$ cat src/rtl/mcst_pkg.sv
// ----------------------------------------------------------------------------
// Control surface tracker package
// Codes, constants and types shared by the tracker files.
// ----------------------------------------------------------------------------
package mcst_pkg;

  // action codes of an input item
  localparam logic [1:0] ACT_MIDI  = 2'd0;
  localparam logic [1:0] ACT_FADER = 2'd1;
  localparam logic [1:0] ACT_CTRL  = 2'd2;

  // configuration register indexes
  localparam int unsigned CFG_IDX_W = 2;
  localparam logic [CFG_IDX_W-1:0] CFG_LED_A = 2'd0;
  localparam logic [CFG_IDX_W-1:0] CFG_LED_B = 2'd1;
  localparam logic [CFG_IDX_W-1:0] CFG_LED_C = 2'd2;

  // MIDI status codes
  localparam logic [3:0] MIDI_PB_HI   = 4'hE;
  localparam logic [7:0] MIDI_CC      = 8'hB0;
  localparam logic [7:0] MIDI_NOTE_ON = 8'h90;

  // clamp limits
  localparam logic signed [15:0] FADER_MAX = 16'sh3FF0;
  localparam logic signed [9:0]  CTRL_MAX  = 10'sd127;

  // operation decoded at accept
  typedef enum logic [2:0] {
    OP_NONE      = 3'd0,
    OP_FADER_SET = 3'd1,
    OP_CTRL_SET  = 3'd2,
    OP_NOTE      = 3'd3,
    OP_FADER_ADJ = 3'd4,
    OP_CTRL_ADJ  = 3'd5
  } op_t;

  // sequencer states
  typedef enum logic [1:0] {
    ST_IDLE = 2'b01,
    ST_EXEC = 2'b10
  } state_t;

endpackage

$ cat src/rtl/mcst_ifs.sv
// ----------------------------------------------------------------------------
// Control surface tracker channels
// Valid/ready channels for input items and result items.
// ----------------------------------------------------------------------------
interface mcst_in_if;
  logic              valid;
  logic              ready;
  logic [1:0]        action;
  logic [7:0]        midi_status;
  logic [6:0]        midi_first;
  logic [6:0]        midi_second;
  logic [6:0]        target_index;
  logic signed [7:0] step_delta;

  modport source (output valid, action, midi_status, midi_first, midi_second,
                  target_index, step_delta, input ready);
  modport sink   (input valid, action, midi_status, midi_first, midi_second,
                  target_index, step_delta, output ready);
endinterface

interface mcst_out_if;
  logic       valid;
  logic       ready;
  logic       send_valid;
  logic [7:0] send_status;
  logic [6:0] send_first;
  logic [6:0] send_second;
  logic [6:0] led_level_a;
  logic [6:0] led_level_b;
  logic [6:0] led_level_c;

  modport source (output valid, send_valid, send_status, send_first, send_second,
                  led_level_a, led_level_b, led_level_c, input ready);
  modport sink   (input valid, send_valid, send_status, send_first, send_second,
                  led_level_a, led_level_b, led_level_c, output ready);
endinterface

$ cat src/rtl/midi_control_surface_tracker_unit.sv
// An item is decoded and its memories read at its transfer; its result is registered
// on leaving ST_EXEC, which waits only while the previous result still waits on out_ch.ready.
// Items are taken one at a time: a new item is accepted only in ST_IDLE, after the read
// then modify-write pass over the fader and controller memories.
// Reset: clears the LED notes, LED levels and the per-entry valid bits of both
// memories at once; no clearing pass, an entry never written reads as zero.
// ----------------------------------------------------------------------------
// Control surface tracker
// Mirrors faders, controllers and LED levels of a MIDI control surface and
// emits a three-byte message when an adjust changes a stored value.
// ----------------------------------------------------------------------------
module midi_control_surface_tracker_unit #(
  parameter int unsigned FADER_COUNT      = 16,
  parameter int unsigned CONTROLLER_COUNT = 128
) (
  input  logic                           clk,
  input  logic                           rst_n,
  input  logic                           cfg_we,
  input  logic [mcst_pkg::CFG_IDX_W-1:0] cfg_idx,
  input  logic [6:0]                     cfg_wdata,
  mcst_in_if.sink                        in_ch,
  mcst_out_if.source                     out_ch
);

  localparam int unsigned FADER_AW = (FADER_COUNT > 1) ? $clog2(FADER_COUNT) : 1;
  localparam int unsigned CTRL_AW  = (CONTROLLER_COUNT > 1) ? $clog2(CONTROLLER_COUNT) : 1;
  localparam logic [7:0]  FADER_LIM = 8'(FADER_COUNT);
  localparam logic [7:0]  CTRL_LIM  = 8'(CONTROLLER_COUNT);

  // state memories and their valid bits
  logic [13:0] fader_mem [FADER_COUNT];
  logic [6:0]  ctrl_mem  [CONTROLLER_COUNT];
  logic [FADER_COUNT-1:0]      fader_vld_r;
  logic [CONTROLLER_COUNT-1:0] ctrl_vld_r;

  mcst_pkg::state_t state_r;
  mcst_pkg::op_t    op_r, op_nxt;
  logic [FADER_AW-1:0] faddr_r, faddr_nxt;
  logic [CTRL_AW-1:0]  caddr_r, caddr_nxt;
  logic [6:0]          d1_r, d2_r;
  logic signed [7:0]   delta_r;
  logic [13:0]         fader_rd_r;
  logic [6:0]          ctrl_rd_r;
  logic                fader_rv_r, ctrl_rv_r;
  logic [6:0]          led_note_r [3];
  logic [6:0]          led_lvl_r  [3];
  logic [6:0]          led_lvl_nxt [3];

  logic       out_valid_r;
  logic       send_valid_r, send_valid_nxt;
  logic [7:0] send_status_r, send_status_nxt;
  logic [6:0] send_first_r, send_first_nxt;
  logic [6:0] send_second_r, send_second_nxt;

  logic in_fire, exec_go;
  logic fader_we, ctrl_we;
  logic [13:0] fader_wd, fader_old;
  logic [6:0]  ctrl_wd, ctrl_old;
  logic signed [15:0] fader_sum;
  logic signed [9:0]  ctrl_sum;

  assign in_ch.ready = (state_r == mcst_pkg::ST_IDLE);
  assign in_fire     = in_ch.valid && in_ch.ready;
  assign exec_go     = (state_r == mcst_pkg::ST_EXEC) && (!out_valid_r || out_ch.ready);

  // decode the item into an operation and memory addresses
  always_comb begin
    op_nxt    = mcst_pkg::OP_NONE;
    faddr_nxt = FADER_AW'(in_ch.target_index);
    caddr_nxt = CTRL_AW'(in_ch.target_index);
    if (in_ch.action == mcst_pkg::ACT_MIDI) begin
      if (in_ch.midi_status[7:4] == mcst_pkg::MIDI_PB_HI) begin
        faddr_nxt = FADER_AW'(in_ch.midi_status[3:0]);
        if ({4'd0, in_ch.midi_status[3:0]} < FADER_LIM) op_nxt = mcst_pkg::OP_FADER_SET;
      end else if (in_ch.midi_status == mcst_pkg::MIDI_CC) begin
        caddr_nxt = CTRL_AW'(in_ch.midi_first);
        if ({1'b0, in_ch.midi_first} < CTRL_LIM) op_nxt = mcst_pkg::OP_CTRL_SET;
      end else if (in_ch.midi_status == mcst_pkg::MIDI_NOTE_ON) begin
        op_nxt = mcst_pkg::OP_NOTE;
      end
    end else if (in_ch.action == mcst_pkg::ACT_FADER) begin
      if ({1'b0, in_ch.target_index} < FADER_LIM) op_nxt = mcst_pkg::OP_FADER_ADJ;
    end else if (in_ch.action == mcst_pkg::ACT_CTRL) begin
      if ({1'b0, in_ch.target_index} < CTRL_LIM) op_nxt = mcst_pkg::OP_CTRL_ADJ;
    end
  end

  // sequencer: take an item, then write back once the result register is free
  always_ff @(posedge clk) begin
    if (!rst_n) begin
      state_r <= mcst_pkg::ST_IDLE;
    end else begin
      unique case (state_r)
        mcst_pkg::ST_IDLE: if (in_fire) state_r <= mcst_pkg::ST_EXEC;
        mcst_pkg::ST_EXEC: if (exec_go) state_r <= mcst_pkg::ST_IDLE;
        default:           state_r <= mcst_pkg::ST_IDLE;
      endcase
    end
  end

  // capture the item and read both memories
  always_ff @(posedge clk) begin
    if (in_fire) begin
      op_r       <= op_nxt;
      faddr_r    <= faddr_nxt;
      caddr_r    <= caddr_nxt;
      d1_r       <= in_ch.midi_first;
      d2_r       <= in_ch.midi_second;
      delta_r    <= in_ch.step_delta;
      fader_rd_r <= fader_mem[faddr_nxt];
      ctrl_rd_r  <= ctrl_mem[caddr_nxt];
      fader_rv_r <= fader_vld_r[faddr_nxt];
      ctrl_rv_r  <= ctrl_vld_r[caddr_nxt];
    end
  end

  assign fader_old = fader_rv_r ? fader_rd_r : 14'd0;
  assign ctrl_old  = ctrl_rv_r ? ctrl_rd_r : 7'd0;

  // adjust with clamp
  assign fader_sum = $signed({2'b00, fader_old}) + $signed({{4{delta_r[7]}}, delta_r, 4'b0000});
  assign ctrl_sum  = $signed({3'b000, ctrl_old}) + $signed({{2{delta_r[7]}}, delta_r});

  always_comb begin
    fader_we        = 1'b0;
    ctrl_we         = 1'b0;
    fader_wd        = {d2_r, d1_r};
    ctrl_wd         = d2_r;
    send_valid_nxt  = 1'b0;
    send_status_nxt = 8'd0;
    send_first_nxt  = 7'd0;
    send_second_nxt = 7'd0;
    led_lvl_nxt     = led_lvl_r;
    unique case (op_r)
      mcst_pkg::OP_FADER_SET: fader_we = 1'b1;
      mcst_pkg::OP_CTRL_SET:  ctrl_we  = 1'b1;
      mcst_pkg::OP_NOTE: begin
        priority if (d1_r == led_note_r[0]) led_lvl_nxt[0] = d2_r;
        else if (d1_r == led_note_r[1])     led_lvl_nxt[1] = d2_r;
        else if (d1_r == led_note_r[2])     led_lvl_nxt[2] = d2_r;
        else                                led_lvl_nxt    = led_lvl_r;
      end
      mcst_pkg::OP_FADER_ADJ: begin
        fader_we = 1'b1;
        priority if (fader_sum[15])               fader_wd = 14'd0;
        else if (fader_sum > mcst_pkg::FADER_MAX) fader_wd = 14'(mcst_pkg::FADER_MAX);
        else                                      fader_wd = fader_sum[13:0];
        if (fader_wd != fader_old) begin
          send_valid_nxt  = 1'b1;
          send_status_nxt = {mcst_pkg::MIDI_PB_HI, 4'(faddr_r)};
          send_first_nxt  = fader_wd[6:0];
          send_second_nxt = fader_wd[13:7];
        end
      end
      mcst_pkg::OP_CTRL_ADJ: begin
        ctrl_we = 1'b1;
        priority if (ctrl_sum[9])               ctrl_wd = 7'd0;
        else if (ctrl_sum > mcst_pkg::CTRL_MAX) ctrl_wd = 7'(mcst_pkg::CTRL_MAX);
        else                                    ctrl_wd = ctrl_sum[6:0];
        if (ctrl_wd != ctrl_old) begin
          send_valid_nxt  = 1'b1;
          send_status_nxt = mcst_pkg::MIDI_CC;
          send_first_nxt  = 7'(caddr_r);
          send_second_nxt = ctrl_wd;
        end
      end
      default: ;
    endcase
  end

  // write back to the memories
  always_ff @(posedge clk) begin
    if (exec_go && fader_we) fader_mem[faddr_r] <= fader_wd;
    if (exec_go && ctrl_we)  ctrl_mem[caddr_r]  <= ctrl_wd;
  end

  // valid bits, LED state and configuration
  always_ff @(posedge clk) begin
    if (!rst_n) begin
      fader_vld_r <= '0;
      ctrl_vld_r  <= '0;
      led_lvl_r   <= '{3{7'd0}};
      led_note_r  <= '{3{7'd0}};
    end else begin
      if (exec_go && fader_we) fader_vld_r[faddr_r] <= 1'b1;
      if (exec_go && ctrl_we)  ctrl_vld_r[caddr_r]  <= 1'b1;
      if (exec_go) led_lvl_r <= led_lvl_nxt;
      if (cfg_we) begin
        unique case (cfg_idx)
          mcst_pkg::CFG_LED_A: led_note_r[0] <= cfg_wdata;
          mcst_pkg::CFG_LED_B: led_note_r[1] <= cfg_wdata;
          mcst_pkg::CFG_LED_C: led_note_r[2] <= cfg_wdata;
          default: ;
        endcase
      end
    end
  end

  // result register: hold until transfer
  always_ff @(posedge clk) begin
    if (!rst_n) begin
      out_valid_r <= 1'b0;
    end else if (exec_go) begin
      out_valid_r <= 1'b1;
    end else if (out_ch.ready) begin
      out_valid_r <= 1'b0;
    end
  end

  logic [6:0] led_out_r [3];

  always_ff @(posedge clk) begin
    if (exec_go) begin
      send_valid_r  <= send_valid_nxt;
      send_status_r <= send_status_nxt;
      send_first_r  <= send_first_nxt;
      send_second_r <= send_second_nxt;
      led_out_r     <= led_lvl_nxt;
    end
  end

  assign out_ch.valid       = out_valid_r;
  assign out_ch.send_valid  = send_valid_r;
  assign out_ch.send_status = send_status_r;
  assign out_ch.send_first  = send_first_r;
  assign out_ch.send_second = send_second_r;
  assign out_ch.led_level_a = led_out_r[0];
  assign out_ch.led_level_b = led_out_r[1];
  assign out_ch.led_level_c = led_out_r[2];

endmodule

$ cat src/flat_wrapper.sv
// flat-port wrapper written by rule: the top's interface ports become plain ports
module midi_control_surface_tracker_unit_flat 
#(
  parameter int unsigned FADER_COUNT      = 16,
  parameter int unsigned CONTROLLER_COUNT = 128
)
  (clk, rst_n, cfg_we, cfg_idx, cfg_wdata, in_ch_valid, in_ch_action, in_ch_midi_status, in_ch_midi_first, in_ch_midi_second, in_ch_target_index, in_ch_step_delta, in_ch_ready, out_ch_valid, out_ch_send_valid, out_ch_send_status, out_ch_send_first, out_ch_send_second, out_ch_led_level_a, out_ch_led_level_b, out_ch_led_level_c, out_ch_ready);
  mcst_in_if in_ch_i ();
  mcst_out_if out_ch_i ();
  input  logic clk;
  input  logic rst_n;
  input  logic cfg_we;
  input  logic [mcst_pkg::CFG_IDX_W-1:0] cfg_idx;
  input  logic [6:0] cfg_wdata;
  input wire logic [$bits(in_ch_i.valid)-1:0] in_ch_valid;
  input wire logic [$bits(in_ch_i.action)-1:0] in_ch_action;
  input wire logic [$bits(in_ch_i.midi_status)-1:0] in_ch_midi_status;
  input wire logic [$bits(in_ch_i.midi_first)-1:0] in_ch_midi_first;
  input wire logic [$bits(in_ch_i.midi_second)-1:0] in_ch_midi_second;
  input wire logic [$bits(in_ch_i.target_index)-1:0] in_ch_target_index;
  input wire logic [$bits(in_ch_i.step_delta)-1:0] in_ch_step_delta;
  output wire logic [$bits(in_ch_i.ready)-1:0] in_ch_ready;
  output wire logic [$bits(out_ch_i.valid)-1:0] out_ch_valid;
  output wire logic [$bits(out_ch_i.send_valid)-1:0] out_ch_send_valid;
  output wire logic [$bits(out_ch_i.send_status)-1:0] out_ch_send_status;
  output wire logic [$bits(out_ch_i.send_first)-1:0] out_ch_send_first;
  output wire logic [$bits(out_ch_i.send_second)-1:0] out_ch_send_second;
  output wire logic [$bits(out_ch_i.led_level_a)-1:0] out_ch_led_level_a;
  output wire logic [$bits(out_ch_i.led_level_b)-1:0] out_ch_led_level_b;
  output wire logic [$bits(out_ch_i.led_level_c)-1:0] out_ch_led_level_c;
  input wire logic [$bits(out_ch_i.ready)-1:0] out_ch_ready;
  assign in_ch_i.valid = in_ch_valid;
  assign in_ch_i.action = in_ch_action;
  assign in_ch_i.midi_status = in_ch_midi_status;
  assign in_ch_i.midi_first = in_ch_midi_first;
  assign in_ch_i.midi_second = in_ch_midi_second;
  assign in_ch_i.target_index = in_ch_target_index;
  assign in_ch_i.step_delta = in_ch_step_delta;
  assign in_ch_ready = in_ch_i.ready;
  assign out_ch_valid = out_ch_i.valid;
  assign out_ch_send_valid = out_ch_i.send_valid;
  assign out_ch_send_status = out_ch_i.send_status;
  assign out_ch_send_first = out_ch_i.send_first;
  assign out_ch_send_second = out_ch_i.send_second;
  assign out_ch_led_level_a = out_ch_i.led_level_a;
  assign out_ch_led_level_b = out_ch_i.led_level_b;
  assign out_ch_led_level_c = out_ch_i.led_level_c;
  assign out_ch_i.ready = out_ch_ready;
  midi_control_surface_tracker_unit #(.FADER_COUNT(FADER_COUNT), .CONTROLLER_COUNT(CONTROLLER_COUNT)) u_core (.clk(clk), .rst_n(rst_n), .cfg_we(cfg_we), .cfg_idx(cfg_idx), .cfg_wdata(cfg_wdata), .in_ch(in_ch_i), .out_ch(out_ch_i));
endmodule
$ cat config.mk
export PLATFORM = sky130hd
export DESIGN_NAME = midi_control_surface_tracker_unit_flat
export DESIGN_NICKNAME = d
export VERILOG_FILES = /design/src/rtl/mcst_pkg.sv /design/src/rtl/mcst_ifs.sv /design/src/rtl/midi_control_surface_tracker_unit.sv /design/src/flat_wrapper.sv
export SDC_FILE = /design/constraint.sdc
export NUM_CORES = 2
export LEC_CHECK = 0
export CORE_MARGIN = 2
export CORE_UTILIZATION = 49
export CTS_CLUSTER_DIAMETER = 120
export DETAILED_ROUTE_END_ITERATION = 6
export DONT_BUFFER_PORTS = 1
export PLACE_DENSITY = 0.71
export SLEW_MARGIN = 20
export SYNTH_ARGS = -nofsm -noshare
export SYNTH_HDL_FRONTEND = slang
export SYNTH_SLANG_ARGS = --single-unit
$ cat constraint.sdc
create_clock -name clk -period 11.72 [get_ports clk]
set_clock_uncertainty 0.15 [all_clocks]
set_input_delay 1.172 -clock clk [delete_from_list [all_inputs] [get_ports clk]]
set_output_delay 1.172 -clock clk [all_outputs]
set_load 0.03 [all_outputs]
==> flow_results.xml <==
<?xml version="1.0" encoding="UTF-8"?>
<metrics>
  <group name="critical_path">
    <metric name="timing.critical_path.slowest_stage_cell" unit="">sky130_fd_sc_hd__buf_4</metric>
    <metric name="critical_path.cell_chain" unit="">nor4b_2, and4_1, buf_4, mux2i_4, buf_4, inv_2, buf_4, nor2_4, buf_4, buf_4, a32oi_1, nand4_1, and4_1, nand4_1, or4_1</metric>
    <metric name="r2r_setup_slack" unit="ps">6190</metric>
    <metric name="rr_startpoint" unit="">u_core.ctrl_rv_r</metric>
    <metric name="cp_max_fo" unit="">55</metric>
    <metric name="path_buf_inv" unit="">6</metric>
    <metric name="crit_type" unit="">input port to flip-flop</metric>
    <metric name="cpLargestDelayFamily" unit="">buffers and inverters</metric>
    <metric name="cp_common_cell" unit="">sky130_fd_sc_hd__buf_4</metric>
    <metric name="crit_path_max_incr_delay" unit="ps">610</metric>
    <metric name="crit-reg2reg-capture" unit="">u_core.ctrl_mem[32][4]</metric>
    <metric name="critPathArrivalTime" unit="ps">6070</metric>
    <metric name="r2r_cells" unit="">11</metric>
    <metric name="critPathCaptureType" unit="">flip-flop</metric>
    <metric name="crit_cells" unit="">15</metric>
    <metric name="worstSetupStartpointType" unit="">input port</metric>
    <metric name="worst-endpoint-required" unit="ps">12040</metric>
  </group>
  <group name="synth">
    <metric name="cells_after_synth" unit="">4572</metric>
    <metric name="yosys.cell_count.top_type" unit="">sky130_fd_sc_hd__edfxtp_1</metric>
    <metric name="top_post_synthesis_cells_by_count" unit="">sky130_fd_sc_hd__edfxtp_1 (1221), sky130_fd_sc_hd__nand2_1 (1152), sky130_fd_sc_hd__nand3_1 (415), sky130_fd_sc_hd__nor2_1 (213), sky130_fd_sc_hd__dfxtp_1 (189)</metric>
    <metric name="ys_dominant_reg_cell" unit="">sky130_fd_sc_hd__edfxtp_1</metric>
    <metric name="syn_area_per_cell" unit="um^2">12.5</metric>
    <metric name="post_synthesis_sequential_area_ratio" unit="">0.707</metric>
    <metric name="asyncSetResetFlopFracSynth" unit="">0</metric>
    <metric name="yosys_register_bits" unit="">1410</metric>
    <metric name="synth_area" unit="mm^2">0.0572</metric>
    <metric name="syn_nets" unit="">4645</metric>
    <metric name="post-synth-top-area-cell" unit="">sky130_fd_sc_hd__edfxtp_1</metric>
    <metric name="ys.warnings.count" unit="">0</metric>
    <metric name="synth_edf_count" unit="">1221</metric>
    <metric name="netlist_top_cells_area" unit="">sky130_fd_sc_hd__edfxtp_1 (64%), sky130_fd_sc_hd__nand2_1 (7.6%), sky130_fd_sc_hd__dfxtp_1 (6.6%)</metric>
    <metric name="distinct_cells_synth" unit="">82</metric>
    <metric name="fraction_of_synthesized_cell_area_taken_by_the_top_area_cell_type" unit="">0.641</metric>
  </group>
  <group name="cts">
    <metric name="tritoncts_clock_tree" unit="">yes</metric>
    <metric name="cts_hold_buf" unit="">0</metric>
    <metric name="cts_repair_resize_count" unit="">0</metric>
    <metric name="clock_tree.buffer_depth" unit="">3</metric>
    <metric name="cts.htree.levels" unit="">4</metric>
    <metric name="cts_num_sinks" unit="">1410</metric>
    <metric name="cts.clk_slew.worst_paths" unit="ps">60</metric>
    <metric name="clock_insertion_delay_worst_skew" unit="ps">770</metric>
    <metric name="post_cts.repair.setup_buffers" unit="">0</metric>
    <metric name="numCtsBuffers" unit="">140</metric>
    <metric name="cts-root-buf" unit="">sky130_fd_sc_hd__clkbuf_16</metric>
  </group>
  <group name="layout">
    <metric name="num-nets-final" unit="">4594</metric>
    <metric name="count_of_placed_standard_cells_in_the_final_layout_fillers_left_out" unit="">6163</metric>
    <metric name="area_growth" unit="%">11.0</metric>
    <metric name="insertedDiodeCount" unit="">0</metric>
    <metric name="fraction_of_final_layout_cells_with_drive_strength_greater_than_1" unit="">0.0733</metric>
    <metric name="layout.cell_area.non_filler" unit="mm^2">0.0635</metric>
    <metric name="fillers" unit="">9183</metric>
  </group>
  <group name="drt">
    <metric name="m1WireLength" unit="mm">60.5</metric>
    <metric name="top_signal_layer_used" unit="">met4</metric>
    <metric name="via_count" unit="">37500</metric>
    <metric name="drt-total-wl" unit="mm">150</metric>
    <metric name="drt_iter0_drc" unit="">5248</metric>
    <metric name="drc" unit="">0</metric>
    <metric name="drtPass1Iterations" unit="">6</metric>
    <metric name="wl_met3" unit="mm">15.8</metric>
    <metric name="route.detailed.wl_per_inst" unit="um">24.3</metric>
    <metric name="met2_length" unit="mm">68.8</metric>
    <metric name="avgViaCountPerCell" unit="">6.08</metric>
    <metric name="drt.antenna.violating_nets" unit="">0</metric>
  </group>
  <group name="floorplan">
    <metric name="core" unit="mm^2">0.116</metric>
    <metric name="die_x" unit="um">346</metric>
    <metric name="start_util" unit="">0.493</metric>
    <metric name="num_io_pins" unit="">99</metric>
    <metric name="dieHeight" unit="um">346</metric>
    <metric name="die_area" unit="mm^2">0.119</metric>
    <metric name="row_count" unit="">125</metric>
  </group>
  <group name="placed_design">
    <metric name="gp_congestion" unit="">0.932</metric>
    <metric name="placedInstanceArea" unit="mm^2">0.0588</metric>
    <metric name="port_buffers" unit="">0</metric>
    <metric name="placedCellCount" unit="">5902</metric>
    <metric name="dp_hpwl" unit="mm">88.2</metric>
  </group>
  <group name="power">
    <metric name="net-switching-power" unit="mW">2.46</metric>
    <metric name="power.density_cell_area" unit="mW/mm^2">170</metric>
    <metric name="pwr-share-seq" unit="">0.517</metric>
    <metric name="power.leakage" unit="nW">21.4</metric>
    <metric name="design_power_total" unit="mW">10.8</metric>
    <metric name="p_sw_frac" unit="">0.228</metric>
    <metric name="worst_ir_drop_vdd" unit="mV">0.114</metric>
    <metric name="intPower" unit="mW">8.32</metric>
    <metric name="pwr-share-clk" unit="">0.417</metric>
    <metric name="part_of_the_power_in_combinational_logic" unit="">0.066</metric>
  </group>
  <group name="sta">
    <metric name="timing.fmax" unit="GHz">0.174</metric>
    <metric name="fin_setup_tns" unit="ps">0</metric>
    <metric name="grt_setup_unrepaired" unit="">no</metric>
    <metric name="layout_worst_path_cycle_share" unit="">0.491</metric>
    <metric name="timing_worst_slew_pin_value" unit="ps">1090</metric>
    <metric name="timing.final.hold_violations" unit="">0</metric>
    <metric name="final_count_of_pins_violating_max_slew" unit="">0</metric>
    <metric name="fin_crit" unit="ps">5750</metric>
    <metric name="slew-limit-headroom" unit="">0.272</metric>
    <metric name="finalSetupViolations" unit="">0</metric>
  </group>
  <group name="run">
    <metric name="max-cap-violations" unit="">0</metric>
  </group>
  <group name="global_route">
    <metric name="grt_pass1_wl" unit="mm">224</metric>
    <metric name="globalRouteOverflowTotal" unit="">0</metric>
    <metric name="vias_in_the_first_global_route" unit="">35700</metric>
    <metric name="grt_antenna_before_repair" unit="">1</metric>
    <metric name="grt_max_degree" unit="">189</metric>
    <metric name="global_route.usage.total" unit="">0.246</metric>
  </group>
  <group name="min_path">
    <metric name="number_of_cells_traversed_by_the_worst_hold_path" unit="">1</metric>
    <metric name="min_to" unit="">u_core.ctrl_vld_r[105]</metric>
    <metric name="worst_hold_path_type" unit="">flip-flop to flip-flop</metric>
    <metric name="min-delay-start" unit="">u_core.ctrl_vld_r[105]</metric>
  </group>
  <group name="run_status">
    <metric name="run_status" unit="">complete, no violations</metric>
  </group>
</metrics>
==> per-layer routing <==
metal / up-vias / track usage
li1: 16800 / -
met4: 0 / 0.0866
met2: 2032 / 0.381
met3: 276 / 0.0509
met5: - / 0
met1: 18400 / 0.348
==> placed cells by master, fill, tap and decap left out, drive strengths merged, types with 79 or more instances in the layout <==
cell type     n
a21oi        95
a31oi        79
clkbuf      198
dfxtp       189
edfxtp     1221
mux2i       138
nand2      1152
nand3       416
nand4        80
nor2        213
o21a        150
==> flip-flops by register name (all words and copies together) (netlist names), 8 cells and up <==
signal,count
u_core.led_note_r,21
u_core.ctrl_vld_r,128
u_core.led_lvl_r,21
u_core.fader_mem,224
u_core.fader_rd_r,14
u_core.ctrl_mem,896
u_core.delta_r,8
u_core.fader_vld_r,16
==> how the worst max path moves through the flow <==
stage                              start                    end  slack (ps)
floorplan               u_core.ctrl_rv_r  u_core.ctrl_mem[0][0]        3290
global placement    in_ch_midi_status[6]    u_core.ctrl_rd_r[5]        5380
detailed placement  in_ch_midi_status[6]    u_core.ctrl_rd_r[5]        5360
CTS                 in_ch_midi_status[6]    u_core.ctrl_rd_r[5]        6130
global route        in_ch_midi_status[6]    u_core.ctrl_rd_r[5]        5880
finish              in_ch_midi_status[6]    u_core.ctrl_rd_r[5]        5970
==> layout make-up <==
class / count / area (um^2) / share of cell area
clock buffers: 198 / 3970 / 0.0625
multi-input cells: 2865 / 15800 / 0.248
inverters: 32 / 130 / 0.00205
flip-flops and latches: 1410 / 40400 / 0.637
repair buffers: 72 / 598 / 0.00942
clock inverters: 62 / 669 / 0.0105
well taps: 1524 / 1910 / 0.0300
==> worst register-to-register path: stages (launching register included) <==
cell                       delay [ps]
sky130_fd_sc_hd__edfxtp_1         470
sky130_fd_sc_hd__and2_1           350
sky130_fd_sc_hd__ha_1             250
sky130_fd_sc_hd__inv_1             70
sky130_fd_sc_hd__fa_1             430
sky130_fd_sc_hd__nand2b_1         180
sky130_fd_sc_hd__a211oi_1         580
sky130_fd_sc_hd__o31ai_1          250
sky130_fd_sc_hd__nand2_1          190
sky130_fd_sc_hd__nand2_1          310
sky130_fd_sc_hd__o21ai_4          870
sky130_fd_sc_hd__buf_4            970
==> power by group through the flow <==
stage	sequential, mW	combinational (mW)	clock, mW
after floorplan	5.69	0.455	0
after global placement	5.68	0.688	0
after global routing	5.57	0.765	4.74
final	5.57	0.715	4.50
after CTS	5.57	0.699	4.53
after detailed placement	5.68	0.696	0
==> per-stage QoR <==
stage / worst slack (ps) / hold WS, ps / utilization
detailed placement: 5360 / 302 / 0.507
CTS: 6130 / 316 / 0.548
floorplan: 3290 / 290 / -
global route: 5880 / 326 / 0.548
finish: 5970 / 312 / 0.548
global placement: 5380 / 295 / 0.507
==> logic make-up (layout without fill, tap and decap cells) <==
group                    Yosys count  count (layout)  synth area share
AND/OR/NAND/NOR                 2052            2052             0.157
flip-flops                      1410            1410             0.707
AO/OA/AOI/OAI                    597             597            0.0755
buffers and inverters            297             364            0.0209
multiplexers                     162             162            0.0291
XOR/XNOR                          34              34           0.00521
adder cells (fa/ha/maj)           20              20           0.00464
Note: power is estimated with default switching activity, not from simulation.
